**src/rtl/core/toroidal_life_grid_core_assert.svh**
```systemverilog
// Assertion macros for the toroidal Life grid core.
// Used by the top level; compiles to nothing when SYNTHESIS is defined.
`ifndef TOROIDAL_LIFE_GRID_CORE_ASSERT_SVH
`define TOROIDAL_LIFE_GRID_CORE_ASSERT_SVH
`ifndef SYNTHESIS
// Check a property on every rising edge outside reset
`define TLG_ASSERT(lbl, prop, msg) \
  lbl: assert property (@(posedge clk_i) disable iff (!rst_ni) (prop)) else $error(msg);
// Check that a condition implies another in the next cycle
`define TLG_ASSERT_NEXT(lbl, ante, cons, msg) \
  lbl: assert property (@(posedge clk_i) disable iff (!rst_ni) (ante) |=> (cons)) \
    else $error(msg);
`else
`define TLG_ASSERT(lbl, prop, msg)
`define TLG_ASSERT_NEXT(lbl, ante, cons, msg)
`endif
`endif

```
**src/rtl/core/tlg_pkg.sv**
```systemverilog
// Shared types and constants of the toroidal Life grid core.
// No dependencies; imported by every module of the block.
`timescale 1ns / 1ps
package tlg_pkg;

  // Request field layout on the input stream
  localparam int unsigned FuncW    = 2;
  localparam int unsigned RowW     = 3;
  localparam int unsigned ColW     = 3;
  localparam int unsigned InDataW  = 8;
  // Result field layout on the output stream
  localparam int unsigned PopW     = 6;
  localparam int unsigned OutDataW = 8;
  localparam logic [PopW-1:0] PopMax = 6'd63;

  // Life rule: survive on two or three neighbours, birth on three
  localparam logic [3:0] LifeSurviveLo = 4'd2;
  localparam logic [3:0] LifeBirth     = 4'd3;

  // Request function codes
  typedef enum logic [FuncW-1:0] {
    FUNC_STEP  = 2'd0,
    FUNC_SET   = 2'd1,
    FUNC_QUERY = 2'd2,
    FUNC_NOP   = 2'd3
  } func_e;

  // Sequencer states
  typedef enum logic [2:0] {
    ST_IDLE,
    ST_GEN,
    ST_ISSUE,
    ST_LOOK,
    ST_RESP
  } state_e;

endpackage

```
**src/rtl/core/toroidal_life_grid_core.sv**
```systemverilog
// Toroidal Life grid core: step, seed or query a wrapping grid of cells.
// Sequence: a set or query request passes ISSUE, LOOK and RESP to its registered result;
// a generation step first sweeps GEN, one row per cycle through the single memory read port.
// Flow: one request at a time; the next is taken the cycle after the result is
// registered, so output stalls in RESP also hold off the next request.
// Reset (rst_ni low, asynchronous): all cells dead, population zero, no result pending.
`timescale 1ns / 1ps
`include "toroidal_life_grid_core_assert.svh"
module toroidal_life_grid_core #(
  parameter int unsigned GRID_ROWS = 6,
  parameter int unsigned GRID_COLS = 7
) (
  input  logic                          clk_i,
  input  logic                          rst_ni,
  input  logic                          s_axis_tvalid,
  output logic                          s_axis_tready,
  // [1:0] func, [4:2] row, [7:5] col
  input  logic [tlg_pkg::InDataW-1:0]   s_axis_tdata,
  output logic                          m_axis_tvalid,
  input  logic                          m_axis_tready,
  // [0] cell_alive, [6:1] population, [7] zero
  output logic [tlg_pkg::OutDataW-1:0]  m_axis_tdata
);
  import tlg_pkg::*;

  localparam int unsigned RW   = $clog2(GRID_ROWS);
  localparam int unsigned CW   = $clog2(GRID_COLS);
  localparam int unsigned KW   = $clog2(GRID_ROWS + 3);
  localparam int unsigned PW   = $clog2(GRID_ROWS * GRID_COLS + 1);
  localparam int unsigned CNTW = $clog2(GRID_COLS + 1);

  state_e             state_q, state_d;
  logic [FuncW-1:0]   func_q;
  logic [RowW-1:0]    row_q;
  logic [ColW-1:0]    col_q;
  logic [KW-1:0]      k_q, k_d;
  logic [GRID_COLS-1:0] top_q, mid_q, row0_q;
  logic [PW-1:0]      pop_q, pop_d;
  logic               alive_q, alive_d;
  logic               out_vld_q;
  logic [OutDataW-1:0] out_data_q;

  logic               in_req;
  logic               out_free;
  logic               rd_en, wr_en;
  logic [RW-1:0]      rd_addr, wr_addr;
  logic [GRID_COLS-1:0] rd_data, wr_data, bot, nxt;
  logic [CNTW-1:0]    cnt_old, cnt_new;
  logic [KW-1:0]      k_m1, k_m3;
  logic [RW+RowW-1:0] row_ext;
  logic [CW+ColW-1:0] col_ext;
  logic               addr_in;
  logic [RW-1:0]      row_idx;
  logic [CW-1:0]      col_idx;
  logic               cell_bit;
  logic               shift_en, row0_en, load_out;
  logic [PW+PopW-1:0] pop_ext;
  logic [PopW-1:0]    pop_sat;

  assign in_req   = s_axis_tvalid && s_axis_tready;
  assign out_free = !out_vld_q || m_axis_tready;

  // Decode the addressed cell, clamped to row and column zero when outside the grid
  assign row_ext = {RW'(0), row_q};
  assign col_ext = {CW'(0), col_q};
  assign addr_in = (row_ext < (RW + RowW)'(GRID_ROWS)) && (col_ext < (CW + ColW)'(GRID_COLS));
  assign row_idx = addr_in ? row_ext[RW-1:0] : '0;
  assign col_idx = addr_in ? col_ext[CW-1:0] : '0;
  assign cell_bit = rd_data[col_idx];

  // Sweep counter offsets for read and write addresses
  assign k_m1 = k_q - KW'(1);
  assign k_m3 = k_q - KW'(3);
  assign bot  = (k_q == KW'(GRID_ROWS + 2)) ? row0_q : rd_data;

  tlg_row_mem #(
    .ROWS (GRID_ROWS),
    .COLS (GRID_COLS),
    .AW   (RW)
  ) u_mem (
    .clk_i     (clk_i),
    .rst_ni    (rst_ni),
    .rd_en_i   (rd_en),
    .rd_addr_i (rd_addr),
    .rd_data_o (rd_data),
    .wr_en_i   (wr_en),
    .wr_addr_i (wr_addr),
    .wr_data_i (wr_data)
  );

  tlg_row_rule #(
    .COLS (GRID_COLS),
    .CNTW (CNTW)
  ) u_rule (
    .top_i     (top_q),
    .mid_i     (mid_q),
    .bot_i     (bot),
    .nxt_o     (nxt),
    .cnt_old_o (cnt_old),
    .cnt_new_o (cnt_new)
  );

  // Saturate the population for the result field
  assign pop_ext = {PopW'(0), pop_q};
  assign pop_sat = (pop_ext > (PW + PopW)'(PopMax)) ? PopMax : pop_ext[PopW-1:0];

  // Sequence a request: generation sweep, addressed read, modify, respond
  always_comb begin
    state_d  = state_q;
    k_d      = k_q;
    pop_d    = pop_q;
    alive_d  = alive_q;
    rd_en    = 1'b0;
    rd_addr  = '0;
    wr_en    = 1'b0;
    wr_addr  = '0;
    wr_data  = nxt;
    shift_en = 1'b0;
    row0_en  = 1'b0;
    load_out = 1'b0;
    s_axis_tready = 1'b0;
    case (state_q)
      ST_IDLE: begin
        s_axis_tready = 1'b1;
        if (in_req) begin
          k_d     = '0;
          state_d = (s_axis_tdata[FuncW-1:0] == FUNC_STEP) ? ST_GEN : ST_ISSUE;
        end
      end
      ST_GEN: begin
        // Read the last row first, then rows from zero up
        if (k_q <= KW'(GRID_ROWS)) begin
          rd_en   = 1'b1;
          rd_addr = (k_q == '0) ? RW'(GRID_ROWS - 1) : k_m1[RW-1:0];
        end
        shift_en = (k_q >= KW'(1)) && (k_q <= KW'(GRID_ROWS + 1));
        row0_en  = (k_q == KW'(2));
        // Write each new row once its lower neighbour is in
        if (k_q >= KW'(3)) begin
          wr_en   = 1'b1;
          wr_addr = k_m3[RW-1:0];
          pop_d   = pop_q + PW'(cnt_new) - PW'(cnt_old);
        end
        k_d = k_q + KW'(1);
        if (k_q == KW'(GRID_ROWS + 2)) begin
          state_d = ST_ISSUE;
        end
      end
      ST_ISSUE: begin
        rd_en   = 1'b1;
        rd_addr = row_idx;
        state_d = ST_LOOK;
      end
      ST_LOOK: begin
        alive_d = addr_in && cell_bit;
        if ((func_q == FUNC_SET) && addr_in) begin
          wr_en   = 1'b1;
          wr_addr = row_idx;
          wr_data = rd_data | (GRID_COLS'(1) << col_idx);
          alive_d = 1'b1;
          if (!cell_bit) begin
            pop_d = pop_q + PW'(1);
          end
        end
        state_d = ST_RESP;
      end
      ST_RESP: begin
        if (out_free) begin
          load_out = 1'b1;
          state_d  = ST_IDLE;
        end
      end
      default: begin
        state_d = ST_IDLE;
      end
    endcase
  end

  // Hold control state
  always_ff @(posedge clk_i or negedge rst_ni) begin
    if (!rst_ni) begin
      state_q   <= ST_IDLE;
      k_q       <= '0;
      pop_q     <= '0;
      out_vld_q <= 1'b0;
    end else begin
      state_q <= state_d;
      k_q     <= k_d;
      pop_q   <= pop_d;
      if (load_out) begin
        out_vld_q <= 1'b1;
      end else if (m_axis_tready) begin
        out_vld_q <= 1'b0;
      end
    end
  end

  // Capture the request, the row window and the result
  always_ff @(posedge clk_i) begin
    if (in_req) begin
      func_q <= s_axis_tdata[FuncW-1:0];
      row_q  <= s_axis_tdata[FuncW +: RowW];
      col_q  <= s_axis_tdata[FuncW + RowW +: ColW];
    end
    if (shift_en) begin
      top_q <= mid_q;
      mid_q <= rd_data;
    end
    if (row0_en) begin
      row0_q <= rd_data;
    end
    alive_q <= alive_d;
    if (load_out) begin
      out_data_q <= {1'b0, pop_sat, alive_q};
    end
  end

  assign m_axis_tvalid = out_vld_q;
  assign m_axis_tdata  = out_data_q;

  // Checks
  `TLG_ASSERT(a_pop_bound, pop_q <= PW'(GRID_ROWS * GRID_COLS), "population above grid size")
  `TLG_ASSERT_NEXT(a_req_start, in_req, (state_q == ST_GEN) || (state_q == ST_ISSUE), "no start")
  `TLG_ASSERT(a_wr_phase, !wr_en || (state_q == ST_GEN) || (state_q == ST_LOOK), "stray write")
  `TLG_ASSERT(a_out_rise, !$rose(m_axis_tvalid) || ($past(state_q) == ST_RESP), "early result")

endmodule

```
**src/rtl/core/tlg_row_mem.sv**
```systemverilog
// Row memory of the Life grid: one row of cells per entry, one read and one write port.
// Read data registered; per-row valid bits make unwritten rows read as all dead.
`timescale 1ns / 1ps
module tlg_row_mem #(
  parameter int unsigned ROWS = 6,
  parameter int unsigned COLS = 7,
  parameter int unsigned AW   = 3
) (
  input  logic            clk_i,
  input  logic            rst_ni,
  input  logic            rd_en_i,
  input  logic [AW-1:0]   rd_addr_i,
  output logic [COLS-1:0] rd_data_o,
  input  logic            wr_en_i,
  input  logic [AW-1:0]   wr_addr_i,
  input  logic [COLS-1:0] wr_data_i
);
  import tlg_pkg::*;

  logic [COLS-1:0] mem_q [ROWS];
  logic [ROWS-1:0] vld_q;
  logic [COLS-1:0] rd_raw_q;
  logic            rd_vld_q;

  // Write port
  always_ff @(posedge clk_i) begin
    if (wr_en_i) begin
      mem_q[wr_addr_i] <= wr_data_i;
    end
  end

  // Track rows written since reset
  always_ff @(posedge clk_i or negedge rst_ni) begin
    if (!rst_ni) begin
      vld_q    <= '0;
      rd_vld_q <= 1'b0;
    end else begin
      if (wr_en_i) begin
        vld_q[wr_addr_i] <= 1'b1;
      end
      if (rd_en_i) begin
        rd_vld_q <= vld_q[rd_addr_i];
      end
    end
  end

  // Read port, registered
  always_ff @(posedge clk_i) begin
    if (rd_en_i) begin
      rd_raw_q <= mem_q[rd_addr_i];
    end
  end

  assign rd_data_o = rd_vld_q ? rd_raw_q : '0;

endmodule

```
**src/rtl/core/tlg_row_rule.sv**
```systemverilog
// Next-generation logic for one grid row from the rows above, at and below it.
// Wraps columns around; also counts live cells in the old and new row.
`timescale 1ns / 1ps
module tlg_row_rule #(
  parameter int unsigned COLS = 7,
  parameter int unsigned CNTW = 3
) (
  input  logic [COLS-1:0] top_i,
  input  logic [COLS-1:0] mid_i,
  input  logic [COLS-1:0] bot_i,
  output logic [COLS-1:0] nxt_o,
  output logic [CNTW-1:0] cnt_old_o,
  output logic [CNTW-1:0] cnt_new_o
);
  import tlg_pkg::*;

  // Apply the Life rule to every column in parallel
  for (genvar c = 0; c < COLS; c++) begin : g_cell
    localparam int unsigned Lc = (c + COLS - 1) % COLS;
    localparam int unsigned Rc = (c + 1) % COLS;
    logic [3:0] nbr;
    assign nbr = 4'(top_i[Lc]) + 4'(top_i[c]) + 4'(top_i[Rc])
               + 4'(mid_i[Lc]) + 4'(mid_i[Rc])
               + 4'(bot_i[Lc]) + 4'(bot_i[c]) + 4'(bot_i[Rc]);
    assign nxt_o[c] = mid_i[c] ? ((nbr == LifeSurviveLo) || (nbr == LifeBirth))
                               : (nbr == LifeBirth);
  end

  // Count live cells in the old and the new row
  always_comb begin
    cnt_old_o = '0;
    cnt_new_o = '0;
    for (int i = 0; i < COLS; i++) begin
      cnt_old_o = cnt_old_o + CNTW'(mid_i[i]);
      cnt_new_o = cnt_new_o + CNTW'(nxt_o[i]);
    end
  end

endmodule

```
**config.mk**
```make
export PLATFORM = sky130hd
export DESIGN_NAME = toroidal_life_grid_core
export DESIGN_NICKNAME = d
export VERILOG_FILES = /design/src/rtl/core/tlg_pkg.sv /design/src/rtl/core/toroidal_life_grid_core.sv /design/src/rtl/core/tlg_row_mem.sv /design/src/rtl/core/tlg_row_rule.sv
export VERILOG_INCLUDE_DIRS = /design/src /design/src/rtl/core
export SDC_FILE = /design/constraint.sdc
export NUM_CORES = 1
export LEC_CHECK = 0
export ABC_CLOCK_PERIOD_IN_PS = 22600
export BUFFER_PORTS_ARGS = -buffer_cell sky130_fd_sc_hd__buf_4
export CAP_MARGIN = 10
export CORE_ASPECT_RATIO = 0.5
export CORE_MARGIN = 1
export CORE_UTILIZATION = 30
export CTS_CLUSTER_DIAMETER = 60
export DETAILED_ROUTE_END_ITERATION = 12
export MAX_ROUTING_LAYER = met4
export SETUP_SLACK_MARGIN = 0.4
export SYNTH_ARGS = -nofsm -noshare
export SYNTH_HDL_FRONTEND = slang
export SYNTH_SLANG_ARGS = --single-unit
```
**constraint.sdc**
```tcl
create_clock -name clk_i -period 22.6 [get_ports clk_i]
set_input_delay 2.26 -clock clk_i [delete_from_list [all_inputs] [get_ports clk_i]]
set_output_delay 2.26 -clock clk_i [all_outputs]
set_load 0.01 [all_outputs]
```
Word level (Yosys, flattened, before mapping). Memory sizes are Yosys's and may differ from the RTL's. A register that Yosys moved wholly into a read port is not among the register bits. Index checks and enable logic that the tools add are counted.

Add/subtract/negate cells: 67. Multiply operators: 0. Div/mod/pow operators: 0. Magnitude comparators: 11. Equality and inequality tests: 27. Shifts and indexed selects: 1. Muxes and demuxes: 50. Bitwise operators: 2. Reduce and logical (&&, ||, !) cells: 24.

Operators by type and width (number): 4-bit by 1-bit adder with 4-bit output (42); 4-bit by 2-bit == test with 1-bit output, second input constant (15); 3-bit by 1-bit adder with 3-bit output (10); 7-bit two-way mux (4); 3-bit two-way mux (9); 1-bit two-way mux (22); 1-bit by 1-bit adder with 2-bit output (9); 6-bit two-way mux (3); 3-bit one-hot mux with 5 select lines (1); 3-bit by 4-bit less-than comparator with 1-bit output, second input constant (3); 2-bit != test, second input constant (6); 3-bit one-hot mux with 2 select lines (2); 6-bit one-hot mux with 2 select lines (1); 4-bit by 3-bit less-or-equal comparator with 1-bit output, second input constant (2); 1-bit logical OR (8); 4-bit one-hot mux with 2 select lines (1); 7-bit bitwise OR (1); 1-bit by 3-bit << shifter with 7-bit output, first input constant (1); 6-bit by 1-bit adder with 6-bit output, second input constant (1); 6-bit by 3-bit adder with 6-bit output (1); 1-bit binary-select mux with 3-bit select (2); 3-bit by 2-bit == test with 1-bit output, second input constant (2); 6-bit greater-than comparator, second input constant (1); 1-bit logical AND (6); 25 further kinds (29).

Register bits after elaboration: 58. Bits in latches: 0. Memory bits (writable): 42. Bits in read-only memories: 0. Input port bits: 12. Output and inout port bits: 10. Logic and storage cells: 198. Memories kept: 1.

Memories: u_mem.mem_q (depth 6, bits a word 7, rd ports 1, clocked after memory_dff 1, write ports 1, line tlg_row_mem.sv:20) `logic [COLS-1:0] mem_q [ROWS];`.

Depth between registers and ports, before layout.
Depth in word-level cells: 20. Gate-level depth with buffers: 31. Depth with buffers taken out: 29.

Modules after synthesis. Synthesis repeated with hierarchy kept, for this count alone.

Cells, all modules: 525. Area total of the unflattened synthesis: 6374.9 µm².

By module, submodules not included: toroidal_life_grid_core (times used 1, cells each 261, area an instance 2800.2 µm², seq. area each 1461.4 µm²); tlg_row_mem (times used 1, cells each 116, area an instance 2188.3 µm², seq. area each 1646.6 µm²); tlg_row_rule (times used 1, cells each 148, area an instance 1386.3 µm², seq. area each 0.0 µm²).

Worst setup path after synthesis. OpenSTA, ideal clock, no wires.

Path kind: register to register. Start: reg k_q[0]. End: reg pop_q[5]. Library setup time: 0.126 ns. Arrival: 7.053 ns. Required time: 22.474 ns. Setup slack: 15.421 ns. Cell stages (with the launch flop): 30. Path buffers: 2. Cells stage by stage: dfrtp_1 inv_1 ha_1 and3b_1 clkbuf_1 clkbuf_1 nand2_1 o21ai_0 inv_1 fa_1 fa_1 fa_1 nor2_1 nand3_1 a221oi_1 ha_1 fa_1 fa_1 ha_1 inv_1 fa_1 inv_1 fa_1 ha_1 a21o_1 a21oi_1 o21ai_0 xnor2_1 o32ai_1 nor2_1.

Word-level cells in the longest chain between the ends: 18. Elaborated cells on any way between the ends: 64.

RTL lines: start: declaration (line toroidal_life_grid_core.sv:36) `logic [KW-1:0] k_q, k_d;`; start signal: assignment (line toroidal_life_grid_core.sv:188) `k_q <= k_d;`; 4-bit == test (line toroidal_life_grid_core.sv:74) `assign bot = (k_q == KW'(GRID_ROWS + 2)) ? row0_q : rd_data;`; 7-bit two-way mux (line toroidal_life_grid_core.sv:74); 4-bit by 1-bit adder with 4-bit output (3 in a row) (line tlg_row_rule.sv:24) `+ 4'(bot_i[Lc]) + 4'(bot_i[c]) + 4'(bot_i[Rc]);`; 4-bit by 2-bit == test with 1-bit output (on tied branches) (line tlg_row_rule.sv:25, tlg_row_rule.sv:26); 1-bit logical OR (line tlg_row_rule.sv:25) `assign nxt_o[c] = mid_i[c] ? ((nbr == LifeSurviveLo) || (nbr == LifeBirth))`; 1-bit two-way mux (line tlg_row_rule.sv:25); 1-bit by 1-bit adder with 2-bit output (line tlg_row_rule.sv:35) `cnt_new_o = cnt_new_o + CNTW'(nxt_o[i]);`; 3-bit by 1-bit adder with 3-bit output (5 in a row) (line tlg_row_rule.sv:35); 6-bit by 3-bit adder with 6-bit output (line toroidal_life_grid_core.sv:142) `pop_d = pop_q + PW'(cnt_new) - PW'(cnt_old);`; 6-bit by 3-bit subtractor with 6-bit output (line toroidal_life_grid_core.sv:142); 6-bit two-way mux (line toroidal_life_grid_core.sv:139) `if (k_q >= KW'(3)) begin`; 6-bit one-hot mux with 2 select lines (line toroidal_life_grid_core.sv:122) `case (state_q)`; end signal: assignment (line toroidal_life_grid_core.sv:189) `pop_q <= pop_d;`; end: declaration (line toroidal_life_grid_core.sv:38) `logic [PW-1:0] pop_q, pop_d;`.

Several ways; a longest one is shown, not always the timed one. The select of a mux whose other input is x is not followed. A chain may end at the register's enable or synchronous reset.

Worst setup path after layout. Same ends and word-level chain as after synthesis.

==> impl_metrics.env <==
export IMPL_grt_first_pass_wirelength_mm=22.0
export IMPL_synth_area_sq_mm=0.00662
export IMPL_numCtsBuffers=9
export IMPL_fin_setup_tns_ns=0
export IMPL_clock_skew_final_ns=0.00728
export IMPL_die_w_microns=212
export IMPL_period_minus_slack_ns=7.61
export IMPL_hold_buffers=0
export IMPL_maxSlewHeadroom=0.304
export IMPL_stdcell_area_sq_mm=0.00733
export IMPL_final_cell_count_no_fill=876
export IMPL_antenna_found_initial=0
export IMPL_clk_pin_slew_ns=0.08
export IMPL_grt_pass1_vias=4231
export IMPL_cp_required_ns=22.89
export IMPL_rsz0062_at_grt="false"
export IMPL_setup_viol=0
export IMPL_synthCells=570
export IMPL_worstPathMaxFanout=16
export IMPL_wl_per_cell_microns=15.5
export IMPL_cp_start_kind="flip-flop"
export IMPL_synth_edff_count=86
export IMPL_ioPinCount=22
export IMPL_drc=0
export IMPL_dp_cells=860
export IMPL_hold_violations=0
export IMPL_fmax_mhz=131
export IMPL_utilization=0.348
export IMPL_hold_class="reg -> reg"
export IMPL_port_buffer_count=20
export IMPL_cpMostUsedCell="fa_1"
export IMPL_dieArea_sq_mm=0.0227
export IMPL_grt_ovfl_total=0
export IMPL_htreeDepth=3
export IMPL_viasPerCell=4.76
export IMPL_num_rows=37
export IMPL_first_pass_iters=4
export IMPL_slew_violations=0
export IMPL_hpwl_mm=10.1
export IMPL_diodes=0
export IMPL_layout_common_cells="inv_1 (92), edfxtp_1 (86), ha_1 (40), nand2_1 (39), fa_1 (37)"
export IMPL_crit_path_end_kind="flip-flop"
export IMPL_grt_start_max_net_pins=22
export IMPL_outcome="completed"
export IMPL_slowest_delay_ns=0.55
export IMPL_routed_wl_mm=13.6
export IMPL_drt_iter0_drc=341
export IMPL_ys_seq_area_frac=0.469
export IMPL_area_growth_pct=10.7
export IMPL_worst_pin_slew_ns=1.03
export IMPL_grt_usage=0.130
export IMPL_clock_sinks=107
export IMPL_crit_slowest_cell="o21ai_0"
export IMPL_cts_resized=0
export IMPL_drv_cap=0
export IMPL_ant_nets=0
export IMPL_ys_flop_type="edfxtp_1"
export IMPL_post_route_period_util=0.337
export IMPL_final_common_cell="inv_1"
export IMPL_synth_area_per_cell_sq_um=11.6
export IMPL_yosys_warnings=0
export IMPL_num_vias=4174
export IMPL_path_class="reg -> reg"
export IMPL_clkLatencyLatePin_ns=0.36
export IMPL_coreArea_sq_mm=0.0211
export IMPL_synth_nets=659
export IMPL_dpl_cell_area_sq_mm=0.00703
export IMPL_drive_above_1_share=0.106
export IMPL_synth_cell_types=70
export IMPL_ys_seq_elements=107
export IMPL_globalplace_congestion=0.883
export IMPL_postCtsSetupRepairBufs=0
export IMPL_cts_tree="built"
export IMPL_synthArstFlopShare=0.196
export IMPL_start_util=0.314
export IMPL_final_nets=668
export IMPL_arrival_ns=7.89
export IMPL_cts_root_buf="clkbuf_16"
export IMPL_clk_path_buf_depth=2
export IMPL_dieHeight_microns=107
==> layer usage <==
layer	wire, microns	global-route usage	share of wire	vias to the layer above
met3	389	0.0246	0.029	15
met1	6700	0.168	0.49	2086
met2	6280	0.206	0.46	71
li1	-	-	-	2002
met5	0	-	0	-
met4	181	0.0393	0.013	0
==> synth_stat cells (all sizes together) (5+ instances only) <==
master  count  area (sq um)
dfrtp      21           526
o21ai      24           120
nand3       8          40.0
or2         5          31.3
fa         37           741
buf        11          87.6
ha         40           500
a21oi      16          83.8
nor3       13          65.1
clkbuf     13          50.0
inv        92           345
o21a        6          45.0
o22ai       8          50.1
mux2i      12           120
a31oi       6          52.6
nand2b     10          62.6
edfxtp     86          2580
mux2       16           180
xnor2       6          52.6
nand2      39           146
nor2       33           140
==> registers in the layout, indices dropped and copies added, names as in the netlist <==
name            cells
row0_q              7
state_q             3
row_q               3
u_mem.mem_q        42
alive_q             1
pop_q               6
k_q                 4
m_axis_tdata        7
m_axis_tvalid       1
u_mem.rd_raw_q      7
u_mem.rd_vld_q      1
top_q               7
u_mem.vld_q         6
col_q               3
mid_q               7
func_q              2
==> per-stage QoR <==
| stage | hold slack [ns] | setup slack [ns] |
|---|---|---|
| after floorplan | 0.400 | 15.42 |
| after global placement | 0.417 | 15.21 |
| after detailed placement | 0.410 | 15.02 |
| after CTS | 0.443 | 14.97 |
| after global routing | 0.451 | 14.40 |
| final | 0.445 | 14.99 |
==> critical path, delay by kind of cell (launching register included) <==
kind	cells	cell delay (ns)
buffers and inverters	4	0.36
DFF	1	0.44
AOI/OAI and AO/OA	6	1.50
and+or+nand+nor	4	0.67
xor gates and xnor gates	1	0.17
adders and majority gates	11	4.38
==> area by class of cell <==
cell class | instances | area [sq um]
fill | 2058 | 13700
sequential | 107 | 3110
multi-input combinational | 347 | 3040
tap | 292 | 365
inverter | 92 | 345
clock buffer | 9 | 225
timing repair buffer | 22 | 165
clock inverter | 7 | 78.8
==> cell families (layout without fill, tap and decap cells) <==
family          count (synthesis)  count (layout)  share of synthesized area
compound gates                106             106                      0.118
xor+xnor                        7               7                    0.00926
fa+ha+maj                      77              77                      0.187
buf+inv                       116             130                     0.0729
flops                         107             107                      0.469
mux                            28              28                     0.0453
other cells                     1               1                   0.000566
simple gates                  128             128                     0.0967
==> worst paths after layout <==
| check | startpoint | endpoint | slack (ns) | cells past startpoint |
|---|---|---|---|---|
| max reg2reg | k_q[0] | pop_q[5] | 14.99 | 26 |
| min reg2reg | alive_q | m_axis_tdata[0] | 0.45 | 0 |
| max in group asynchronous | rst_ni | pop_q[4] | 20.56 | 1 |
| min | alive_q | m_axis_tdata[0] | 0.45 | 0 |
| min in group asynchronous | rst_ni | u_mem.vld_q[3] | 1.79 | 1 |
| max | k_q[0] | pop_q[5] | 14.99 | 26 |
Power is not shown: default switching activity piles up to over one toggle a cycle in this logic, so the estimate is an artifact.
